## src/design/pimh_pkg.sv

```systemverilog
package pimh_pkg;

	localparam logic OP_ADD  = 1'b0;
	localparam logic OP_READ = 1'b1;

	localparam logic [1:0] HIST_DA = 2'd0;
	localparam logic [1:0] HIST_PA = 2'd1;
	localparam logic [1:0] HIST_AA = 2'd2;
	localparam logic [1:0] HIST_NONE = 2'd3;

	// species code: charge in the top three bits, mass number below
	localparam logic [6:0] SP_PROTON   = 7'h11;
	localparam logic [6:0] SP_DEUTERON = 7'h12;
	localparam logic [6:0] SP_ALPHA    = 7'h24;

	// thresholds and low edge in 1/4096 MeV
	localparam int U_W = 30;
	localparam logic signed [U_W-1:0] THR_DA = 30'sd22950099;
	localparam logic signed [U_W-1:0] THR_PA = 30'sd19124836;
	localparam logic signed [U_W-1:0] THR_AA = 30'sd30543440;
	localparam logic signed [U_W-1:0] LOW_EDGE = 30'sd20480;
	localparam logic signed [U_W-1:0] SPAN = 30'sd122880;
	localparam int SPAN_SHIFT = 13;          // span = 2^13 * 15
	localparam logic [12:0] RECIP15 = 13'd4369;  // floor(2^16 / 15)

	localparam int ACC_W  = 46;
	localparam int RAD_W  = 56;
	localparam int ROOT_W = 28;

	typedef struct packed {
		logic               op;
		logic               new_event;
		logic signed [18:0] px;
		logic signed [18:0] py;
		logic signed [18:0] pz;
		logic [20:0]        e;
		logic [19:0]        m;
		logic [6:0]         sp;
		logic [1:0]         hsel;
		logic [8:0]         bin;
	} item_t;

	typedef struct packed {
		logic clearing;
	} back_status_t;

	typedef enum logic [4:0] {
		ST_CLEAR, ST_IDLE, ST_START, ST_SCAN, ST_LOAD, ST_CHECK, ST_MUL, ST_SQ0,
		ST_SQRT, ST_BIN1, ST_BIN2, ST_BIN3, ST_RD, ST_WR, ST_NEXT, ST_STORE,
		ST_RQ, ST_RDOUT, ST_DONE
	} back_state_t;

endpackage

```

## src/design/pimh_front.sv

```systemverilog
module pimh_front (
	input  logic                   clk,
	input  logic                   arst_n,
	input  logic                   item_valid,
	output logic                   item_stall,
	input  logic                   operation,
	input  logic                   new_event,
	input  logic signed [18:0]     momentum_x,
	input  logic signed [18:0]     momentum_y,
	input  logic signed [18:0]     momentum_z,
	input  logic [17:0]            kinetic_energy,
	input  logic [19:0]            rest_mass,
	input  logic [2:0]             charge,
	input  logic [3:0]             mass_number,
	input  logic [1:0]             histogram_select,
	input  logic [8:0]             bin_index,
	input  pimh_pkg::back_status_t bstat,
	input  logic                   q_pop,
	output logic                   q_valid,
	output pimh_pkg::item_t        q_item
);

	pimh_pkg::item_t fifo_q [2];
	pimh_pkg::item_t item_in;
	logic            wr_ptr_q, rd_ptr_q;
	logic [1:0]      fill_q;
	logic            accept;

	always_comb begin
		item_in.op        = operation;
		item_in.new_event = new_event;
		item_in.px        = momentum_x;
		item_in.py        = momentum_y;
		item_in.pz        = momentum_z;
		item_in.e         = {1'b0, rest_mass} + {3'b000, kinetic_energy};
		item_in.m         = rest_mass;
		item_in.sp        = {charge, mass_number};
		item_in.hsel      = histogram_select;
		item_in.bin       = bin_index;
	end

	// hold off while the queue is full or the histograms are being cleared
	assign item_stall = (fill_q == 2'd2) || bstat.clearing;
	assign accept     = item_valid && !item_stall;
	assign q_valid    = (fill_q != 2'd0);
	assign q_item     = fifo_q[rd_ptr_q];

	always_ff @(posedge clk) begin
		if (accept) fifo_q[wr_ptr_q] <= item_in;
	end

	always_ff @(posedge clk or negedge arst_n) begin
		if (!arst_n) begin
			wr_ptr_q <= 1'b0;
			rd_ptr_q <= 1'b0;
			fill_q   <= 2'd0;
		end else begin
			if (accept) wr_ptr_q <= !wr_ptr_q;
			if (q_pop) rd_ptr_q <= !rd_ptr_q;
			fill_q <= fill_q + 2'(accept) - 2'(q_pop);
		end
	end

endmodule

```

## config.mk

```make
export PLATFORM = sky130hd
export DESIGN_NAME = pimh_front
export DESIGN_NICKNAME = d
export VERILOG_FILES = /design/src/design/pimh_pkg.sv /design/src/design/pimh_front.sv
export SDC_FILE = /design/constraint.sdc
export NUM_CORES = 1
export LEC_CHECK = 0
export BUFFER_PORTS_ARGS = -buffer_cell sky130_fd_sc_hd__clkbuf_2
export CELL_PAD_IN_SITES_DETAIL_PLACEMENT = 0
export CELL_PAD_IN_SITES_GLOBAL_PLACEMENT = 1
export CORE_MARGIN = 2
export CORE_UTILIZATION = 25
export CTS_CLUSTER_SIZE = 8
export DETAILED_ROUTE_END_ITERATION = 12
export PLACE_DENSITY_LB_ADDON = 0.1
export SYNTH_ARGS = -nofsm -noshare
export SYNTH_HDL_FRONTEND = slang
export SYNTH_SLANG_ARGS = --single-unit
```

## constraint.sdc

```tcl
create_clock -name clk -period 9.1 [get_ports clk]
set_input_delay 1.365 -clock clk [delete_from_list [all_inputs] [get_ports clk]]
set_output_delay 1.365 -clock clk [all_outputs]
set_load 0.005 [all_outputs]
```

==> reports/metrics.yaml, run 1 <==
status: "completed"
slew_violations: 0
path_cells: "buf_4, mux2_2, clkbuf_2"
async_reset_ff_share_pct: 1.67
post-cts-setup-buffer-count: 0
cts.clk_slew.worst_paths_ns: 0.05
finClkSkew_ns: 0.0126
setup_viol: 0
criticalPathCategory: "flip-flop to output pin"
synth_area_um2: 9580
avgSynthCellArea_um2: 19.1
clock_latency_ns: 0.52
gp_congestion: 0.723
crit_path_end_kind: "output pin"
rsz0062_at_grt: "false"
portBuffers: 239
slowest_delay_ns: 0.98
arrival_ns: 2.97
yosys.area.top_type_share_pct: 74.0
p_switching_mw: 0.927
r2r_end: "fifo_q[1][94]"
syn2layout_area_growth_pct: 29.9
cts_resized: 0
ys_ff_latch: 240
p_sw_share_pct: 26.5
p_leak_nw: 4.64
pin_count: 240
route.vias.total: 5436
hold_violations: 0
start_kind: "flip-flop"
timing.reg2reg.setup_slack_ns: 6.29
grt_pass1_vias: 5923
rows: 71
antenna_left: 0
synth-seq-area-share_pct: 75.1
comb_power_share_pct: 22.6
crit_fanout: 63
die_h_um: 200
slew_headroom_pct: 29.5
synth_nets: 643
timing.rr.start: "fill_q[0]"
holdPathEnd: "fill_q[1]"
max_freq_mhz: 231
clk_path_buf_depth: 3
crit_slowest_cell: "dfrtp_4"
tns_ns: 0
seqPwrFrac_pct: 42.3
post-dp-hpwl_mm: 15.3
synth_edf_count: 236
powerDensity_nw_per_um2: 282
core_um2: 37700
worstHoldStart: "fill_q[1]"
finalCriticalPeriod_ns: 4.33
cts_max_level: 2
reg2reg_depth: 4
yosysMostFrequentCell: "edfxtp_1"
diodes: 0
antenna_found_initial: 2
yosysWarnings: 0
clock_sinks: 240
numCtsBuffers: 36
die_x_um: 200
grt_max_degree: 70
drtPass1Iterations: 4
grt-ovfl-total: 0
cts_tree: "yes"
yosysUniqueCellTypes: 42
clkPwrFrac_pct: 35.1
dieArea_um2: 39900
cp.required_ns: 7.74
worstHoldPathType: "flip-flop to flip-flop"
drt_iter0_drc: 202
cap_viol_max_count: 0
holdPathStages: 1
synthTopCellsByCount: "236 x edfxtp_1, 119 x mux2_2, 20 x ha_1"
tightestPinTransition_ns: 1.06
hold_ws_ns: 0.502
p_int_mw: 2.57
synthCells: 502
final_net_count: 909
synthFlopType: "edfxtp_1"
wl_per_cell_um: 18.0
start_util_pct: 25.4
synth.largest_area_cell: "edfxtp_1"
drt-total-wl_mm: 23.2
cts_hold_buf: 0
drc: 0
drive_above_1_share_pct: 53.3
ir_drop_uv: 138
yosys-top-cells-area: "edfxtp_1 74%, mux2_2 14%, ha_1 2.6%"
grt.total_usage_pct: 11.6
grt_pass1_wl_mm: 34.2
fin_crit_sh_pct: 47.6
vias_per_cell: 4.22
root_buffer: "clkbuf_16"
## logic make-up (layout without fill, tap and decap cells)
| kind of cell | Yosys count | after routing | share of synthesized area (%) |
|---|---|---|---|
| buffers and inverters | 21 | 297 | 0.823 |
| multiplexers | 119 | 119 | 14.0 |
| flip-flops | 240 | 240 | 75.1 |
| XOR/XNOR | 20 | 20 | 1.83 |
| AO/OA/AOI/OAI | 48 | 48 | 3.72 |
| AND/OR/NAND/NOR | 33 | 33 | 1.75 |
| adder cells (fa/ha/maj) | 21 | 21 | 2.82 |
## cells in the final DEF, fill, tap and decap left out, types with 2 or more instances in the layout
cell       instances
clkbuf_2         239
ha_1              20
edfxtp_1         236
nand2_1            6
xor2_1             8
nor2_1             6
a21oi_1           14
nor2b_1            2
nor3_1             2
inv_1              6
a211oi_1           2
dfrtp_1            3
o21ai_0            5
a21o_1             7
xnor2_1           12
clkbuf_1           7
o21bai_1           2
nand3_1            6
mux2_2           119
buf_4              4
clkbuf_16         38
nand4_1            2
o21ai_1            2
o41a_1             2
nand2b_1           2
## flip-flops by register name, indices dropped and copies added (netlist names)
register / cells
fifo_q: 236
fill_q: 2
rd_ptr_q: 1
wr_ptr_q: 1
## area by class of cell
type / count / area (um^2)
inverters: 6 / 22.5
multi-input cells: 241 / 2320
repair buffers: 243 / 1230
clock inverters: 2 / 46.3
flip-flops and latches: 240 / 7190
well taps: 511 / 639
clock buffers: 46 / 991
fillers: 3763 / 25200
## metal layers
layer  routed length, um  part of all wire [%]  global-route usage, %  vias up
li1                    -                     -                      -     2511
met5                  27                  0.12                      0        -
met3                1860                   8.0                   3.75       41
met1               10300                    44                   14.8     2683
met2               10500                    45                   18.0      197
met4                 556                   2.4                   4.97        4
## stage by stage
stage                     total power, mW  setup slack, ns  cells  utilization (%)  instance area (um^2)
final                                3.50             4.77   1289             33.0                 12400
after CTS                            3.59             4.64   1289             33.0                 12400
after global routing                 3.70             4.54   1289             33.0                 12400
after detailed placement             2.32             5.16   1241             30.3                 11400
after global placement               2.31             5.25   1241             30.3                 11400
after floorplan                      1.95             1.93    502                -                  9580
## power groups by stage
| stage | sequential (mW) | clock (mW) | combinational, mW |
|---|---|---|---|
| floorplan | 1.45 | 0 | 0.501 |
| global placement | 1.50 | 0 | 0.808 |
| detailed placement | 1.50 | 0 | 0.815 |
| CTS | 1.48 | 1.28 | 0.821 |
| global route | 1.50 | 1.32 | 0.877 |
| finish | 1.48 | 1.23 | 0.792 |
## how the worst max path moves through the flow
| stage | startpoint | endpoint | cells past startpoint |
|---|---|---|---|
| after CTS | rd_ptr_q | q_item[16] | 3 |
| after global placement | rd_ptr_q | q_item[77] | 3 |
| after floorplan | bstat | fifo_q[0][0] | 3 |
| after global routing | rd_ptr_q | q_item[16] | 3 |
| final | rd_ptr_q | q_item[17] | 3 |
| after detailed placement | bstat | fifo_q[1][98] | 4 |
## critical path, delay by kind of cell, from the launching register on
| family | cells | cell delay, ns |
|---|---|---|
| muxes | 1 | 0.43 |
| DFF | 1 | 0.98 |
| buffers and inverters | 2 | 0.96 |
Note: power is estimated with default switching activity, not from simulation.
==> inputs of run 2 (changes only) <==
Clock period 9.1 ns to 4.1 ns, I/O delays scaled along.
==> run 2 against run 1 <==
Net effect:
- wire length fell by 3.1%
- hold slack got worse by 0.21 ns
- count of clock-buffer cells in the layout did not move
- total power rose by 120%
- register-to-register slack got worse by 4.5 ns
- combinational power rose by 130%
- non-clock buffer count rose by 2
- setup slack got worse by 3.7 ns
- sequential cell count did not move
- sequential power rose by 120%
- utilization barely moved
- largest power group unchanged
==> reports/metrics.yaml, run 2 (synthesis gave the netlist of run 1 again) <==
crit_path_end_kind: "output pin"
wl_per_cell_um: 17.4
status: "completed"
hold_ws_ns: 0.289
cp_top_family: "flip-flops"
die_x_um: 200
max_freq_mhz: 333
wl_met2_mm: 10.6
drt-total-wl_mm: 22.5
slowest_delay_ns: 0.80
drt_iter0_drc: 187
antenna_found_initial: 1
finalCriticalPeriod_ns: 3.00
largestRegisters: "fifo_q (236), fill_q (2)"
placed_area_um2: 11500
tns_ns: 0
grt.total_usage_pct: 11.3
drc: 0
drt-met1-wl_mm: 9.36
slew_headroom_pct: 47.3
cts_resized: 0
fin_ws_ns: 1.10
ir_drop_uv: 254
worstHoldPathType: "primary input to flip-flop"
route.vias.total: 5389
cp.required_ns: 3.48
portBuffers: 239
vias_per_cell: 4.17
root_buffer: "clkbuf_16"
die_h_um: 200
start_kind: "flip-flop"
cap_viol_max_count: 0
clock_sinks: 240
rsz0062_at_grt: "false"
wl_met3_mm: 2.06
place_ws_ns: 1.09
finClkSkew_ns: 0.0103
p_leak_nw: 4.63
layout_commonest_cell: "clkbuf_2"
gp_congestion: 0.722
grt_pass1_vias: 5911
slew_violations: 0
crit_slowest_cell: "dfrtp_4"
largest_register_ff_count: 236
grt_max_degree: 81
setup_viol: 0
pin_count: 240
clk_path_buf_depth: 3
highest_layer: "met4"
top_register: "fifo_q"
syn2layout_area_growth_pct: 29.9
clock_latency_ns: 0.51
drive_above_1_share_pct: 53.0
start_util_pct: 25.4
grt-ovfl-total: 0
cts_max_level: 2
final_cell_mix: "239 x clkbuf_2, 236 x edfxtp_1, 119 x mux2_2, 37 x clkbuf_16, 20 x ha_1"
cts.clk_slew.worst_paths_ns: 0.05
criticalPathCategory: "flip-flop to output pin"
cts_tree: "yes"
arrival_ns: 2.39
crit_fanout: 80
hold_violations: 0
final_net_count: 911
path_cells: "buf_12, mux2_2, clkbuf_2"
grt_pass1_wl_mm: 33.5
drtPass1Iterations: 6
numCtsBuffers: 36
powerDensity_nw_per_um2: 615
dieArea_um2: 39900
tightestPinTransition_ns: 0.789
critPathBufInv: 2
fin_area_um2: 12400
fin_crit_sh_pct: 73.3
fin_util_pct: 33.0
rows: 71
post-dp-hpwl_mm: 14.9
core_um2: 37700
antenna_left: 0
[run 2: worst register-to-register path, cell delays in order (launching register included)]
cell and delay (ns):
dfrtp_1 0.37, inv_1 0.05, a21oi_1 0.21, nand2_1 0.18, nor2_4 0.63, buf_12 0.41
[run 2: routing by layer]
| metal | global-route usage [%] | up-vias |
|---|---|---|
| li1 | - | 2513 |
| met1 | 12.7 | 2667 |
| met2 | 19.1 | 173 |
| met3 | 5.18 | 36 |
| met4 | 3.54 | 0 |
| met5 | 0 | - |
[run 2: power breakdown]
group          switching (mW)  internal (mW)
logic                   0.903          0.922
registers               0.155           3.08
clock network           0.983           1.61
[run 2: timing repair]
| item | in CTS | in global routing |
|---|---|---|
| hold buffers | 1 | 0 |
| hold endpoints to repair | 4 | 0 |
| buffers inserted | 0 | 0 |
| endpoints found under the setup margin | 0 | 0 |
[run 2: path summary, 6_finish.rpt]
kind,startpoint,end,slack [ns],cells after the start
max,rd_ptr_q,q_item[48],1.10,3
min,momentum_x[12],fifo_q[0][109],0.29,1
max reg2reg,fill_q[0],fifo_q[0][29],1.84,5
min reg2reg,fill_q[1],fill_q[1],0.50,1
max in group asynchronous,arst_n,rd_ptr_q,3.52,2
min in group asynchronous,arst_n,rd_ptr_q,0.44,2
[run 2: cell type report]
| cell class | instances | area, um^2 |
|---|---|---|
| Fill cell | 3745 | 25200 |
| Sequential cell | 240 | 7190 |
| Multi-Input combinational cell | 241 | 2320 |
| Timing Repair Buffer | 245 | 1290 |
| Clock buffer | 46 | 960 |
| Tap cell | 511 | 639 |
| Inverter | 6 | 22.5 |
| Clock inverter | 1 | 8.76 |
| Antenna cell | 1 | 2.50 |
[run 2: per-stage QoR]
step                      std cells  power, mW
after global placement         1242       5.14
final                          1291       7.65
after global routing           1290       8.11
after CTS                      1290       7.86
after detailed placement       1242       5.18
after floorplan                 502       4.31
==> inputs of run 3 (changes only) <==
Clock period 4.1 ns to 2.49 ns, I/O delays scaled along.
==> run 3 against run 2 <==
Net effect:
- die area did not move
- via count rose by 2.7%
- clock power rose by 67%
- wire length rose by 1.0%
- hold slack got worse by 0.25 ns
- largest cell class unchanged
- largest power group unchanged
- non-clock buffer count rose by 41
- setup slack got worse by 0.88 ns
- clock skew rose by 0.0028 ns
- sequential share of layout area fell by 1.9 points
==> reports/metrics.yaml, run 3 (synthesis gave the netlist of run 1 again) <==
grtUsageMet1_pct: 13.0
critPathLaunch: "rd_ptr_q"
clock_sinks: 240
route.vias.total: 5537
crit_fanout: 72
tightestPinTransition_ns: 0.437
die_x_um: 200
top_register: "fifo_q"
final_net_count: 952
wl_per_cell_um: 17.1
numCtsBuffers: 36
grt.total_usage_pct: 11.3
antenna_found_initial: 2
powerDensity_nw_per_um2: 992
fin_area_um2: 12900
clock_latency_ns: 0.52
met2_usage_pct: 18.5
rsz0062_at_grt: "false"
criticalPathCategory: "flip-flop to output pin"
cts_max_level: 2
post-dp-hpwl_mm: 15.2
holdPathEnd: "fifo_q[0][115]"
pin_count: 240
layout_commonest_cell: "clkbuf_2"
crit_path_end_kind: "output pin"
worstHoldPathType: "primary input to flip-flop"
setup_viol: 0
drt_iter0_drc: 175
start_util_pct: 25.4
largest_register_ff_count: 236
grt-ovfl-total: 0
gp_congestion: 0.729
cts_tree: "yes"
met3_usage_pct: 5.03
worstHoldStart: "momentum_x[18]"
vias_per_cell: 4.15
drt-total-wl_mm: 22.7
ir_drop_uv: 696
syn2layout_area_growth_pct: 34.4
cap_viol_max_count: 0
largestRegisters: "fifo_q (236), fill_q (2)"
slew_violations: 0
fin_util_pct: 34.2
slew_headroom_pct: 70.8
drtPass1Iterations: 4
fillers: 3729
portBuffers: 239
post-cts-setup-buffer-count: 0
r2r_end: "fifo_q[0][63]"
holdPathStages: 1
grt_max_degree: 73
p_leak_nw: 4.82
root_buffer: "clkbuf_16"
antenna_left: 0
cp_top_family: "buffers and inverters"
finClkSkew_ns: 0.0131
rows: 71
finalCriticalPeriod_ns: 2.27
crit_slowest_cell: "dfrtp_4"
drc: 0
core_um2: 37700
timing.reg2reg.setup_slack_ns: 0.82
status: "completed"
arrival_ns: 1.90
hold_violations: 0
drive_above_1_share_pct: 52.3
reg2reg_depth: 5
max_freq_mhz: 440
placed_area_um2: 11600
path_cells: "buf_12, mux2_2, clkbuf_2"
grt_pass1_vias: 5961
dieArea_um2: 39900
final_cell_mix: "239 x clkbuf_2, 236 x edfxtp_1, 119 x mux2_2, 37 x clkbuf_16, 30 x dlygate4sd3_1"
slowest_delay_ns: 0.43
start_kind: "flip-flop"
die_h_um: 200
timing.rr.start: "fill_q[0]"
critPathBufInv: 2
cts.clk_slew.worst_paths_ns: 0.05
top_usage_layer: "met2"
clk_path_buf_depth: 3
tns_ns: 0
grt_pass1_wl_mm: 33.4
fin_crit_sh_pct: 91.3
cp.required_ns: 2.12
[run 3: cell types whose count changed in the layout (fill, tap and decap cells not counted), sizes merged]
cell,change
dlygate4sd3,+29
buf,+12
clkbuf,-2
inv,+2
clkinv,+1
[run 3: layout make-up]
cell class / count / area [um^2] / share of cell area [%]
well taps: 511 / 639 / 4.97
clock buffers: 44 / 952 / 7.40
diodes: 1 / 2.50 / 0.0195
repair buffers: 286 / 1700 / 13.2
inverters: 6 / 22.5 / 0.175
clock inverters: 4 / 30.0 / 0.233
flip-flops and latches: 240 / 7190 / 55.9
multi-input cells: 241 / 2330 / 18.1
[run 3: worst register-to-register path, delay by kind of cell (launching register included)]
| kind | cells | cell delay (ns) |
|---|---|---|
| buf+inv | 2 | 0.40 |
| simple gates | 2 | 0.31 |
| compound gates | 1 | 0.20 |
| flops | 1 | 0.36 |
[run 3: worst max-delay path by stage]
stage | endpoint | slack (ns) | cells after the start
detailed placement | fifo_q[1][56] | -0.20 | 9
finish | q_item[54] | 0.22 | 3
floorplan | fifo_q[0][0] | -0.35 | 4
CTS | q_item[54] | 0.14 | 3
global placement | fifo_q[0][54] | -0.17 | 9
global route | q_item[70] | 0.09 | 3
[run 3: per-layer routing]
metal  vias up  wire length, um
li1       2605                -
met1      2701             9340
met2       179            10700
met3        50             2060
met4         2              587
met5         -               11
[run 3: power breakdown]
part | internal (mW) | leakage, nW | switching (mW)
combinational | 1.61 | 2.14 | 1.63
clock | 2.65 | 0.479 | 1.67
sequential | 5.08 | 2.20 | 0.123
[run 3: repair_timing]
item | CTS | global route
resized for setup | 0 | 0
hold buffers | 30 | 0
hold endpoints to repair | 60 | 0
[run 3: through the flow]
step / total power [mW] / worst slack (ns) / instances / hold slack [ns]
2_1_floorplan: 7.09 / -0.354 / 502 / 0.0779
3_3_place_gp: 8.53 / -0.172 / 1254 / 0.184
6_report: 12.8 / 0.216 / 1333 / 0.0416
5_1_grt: 13.5 / 0.0944 / 1332 / 0.00554
4_1_cts: 13.1 / 0.139 / 1332 / 0.0000841
3_5_place_dp: 8.59 / -0.198 / 1254 / 0.193
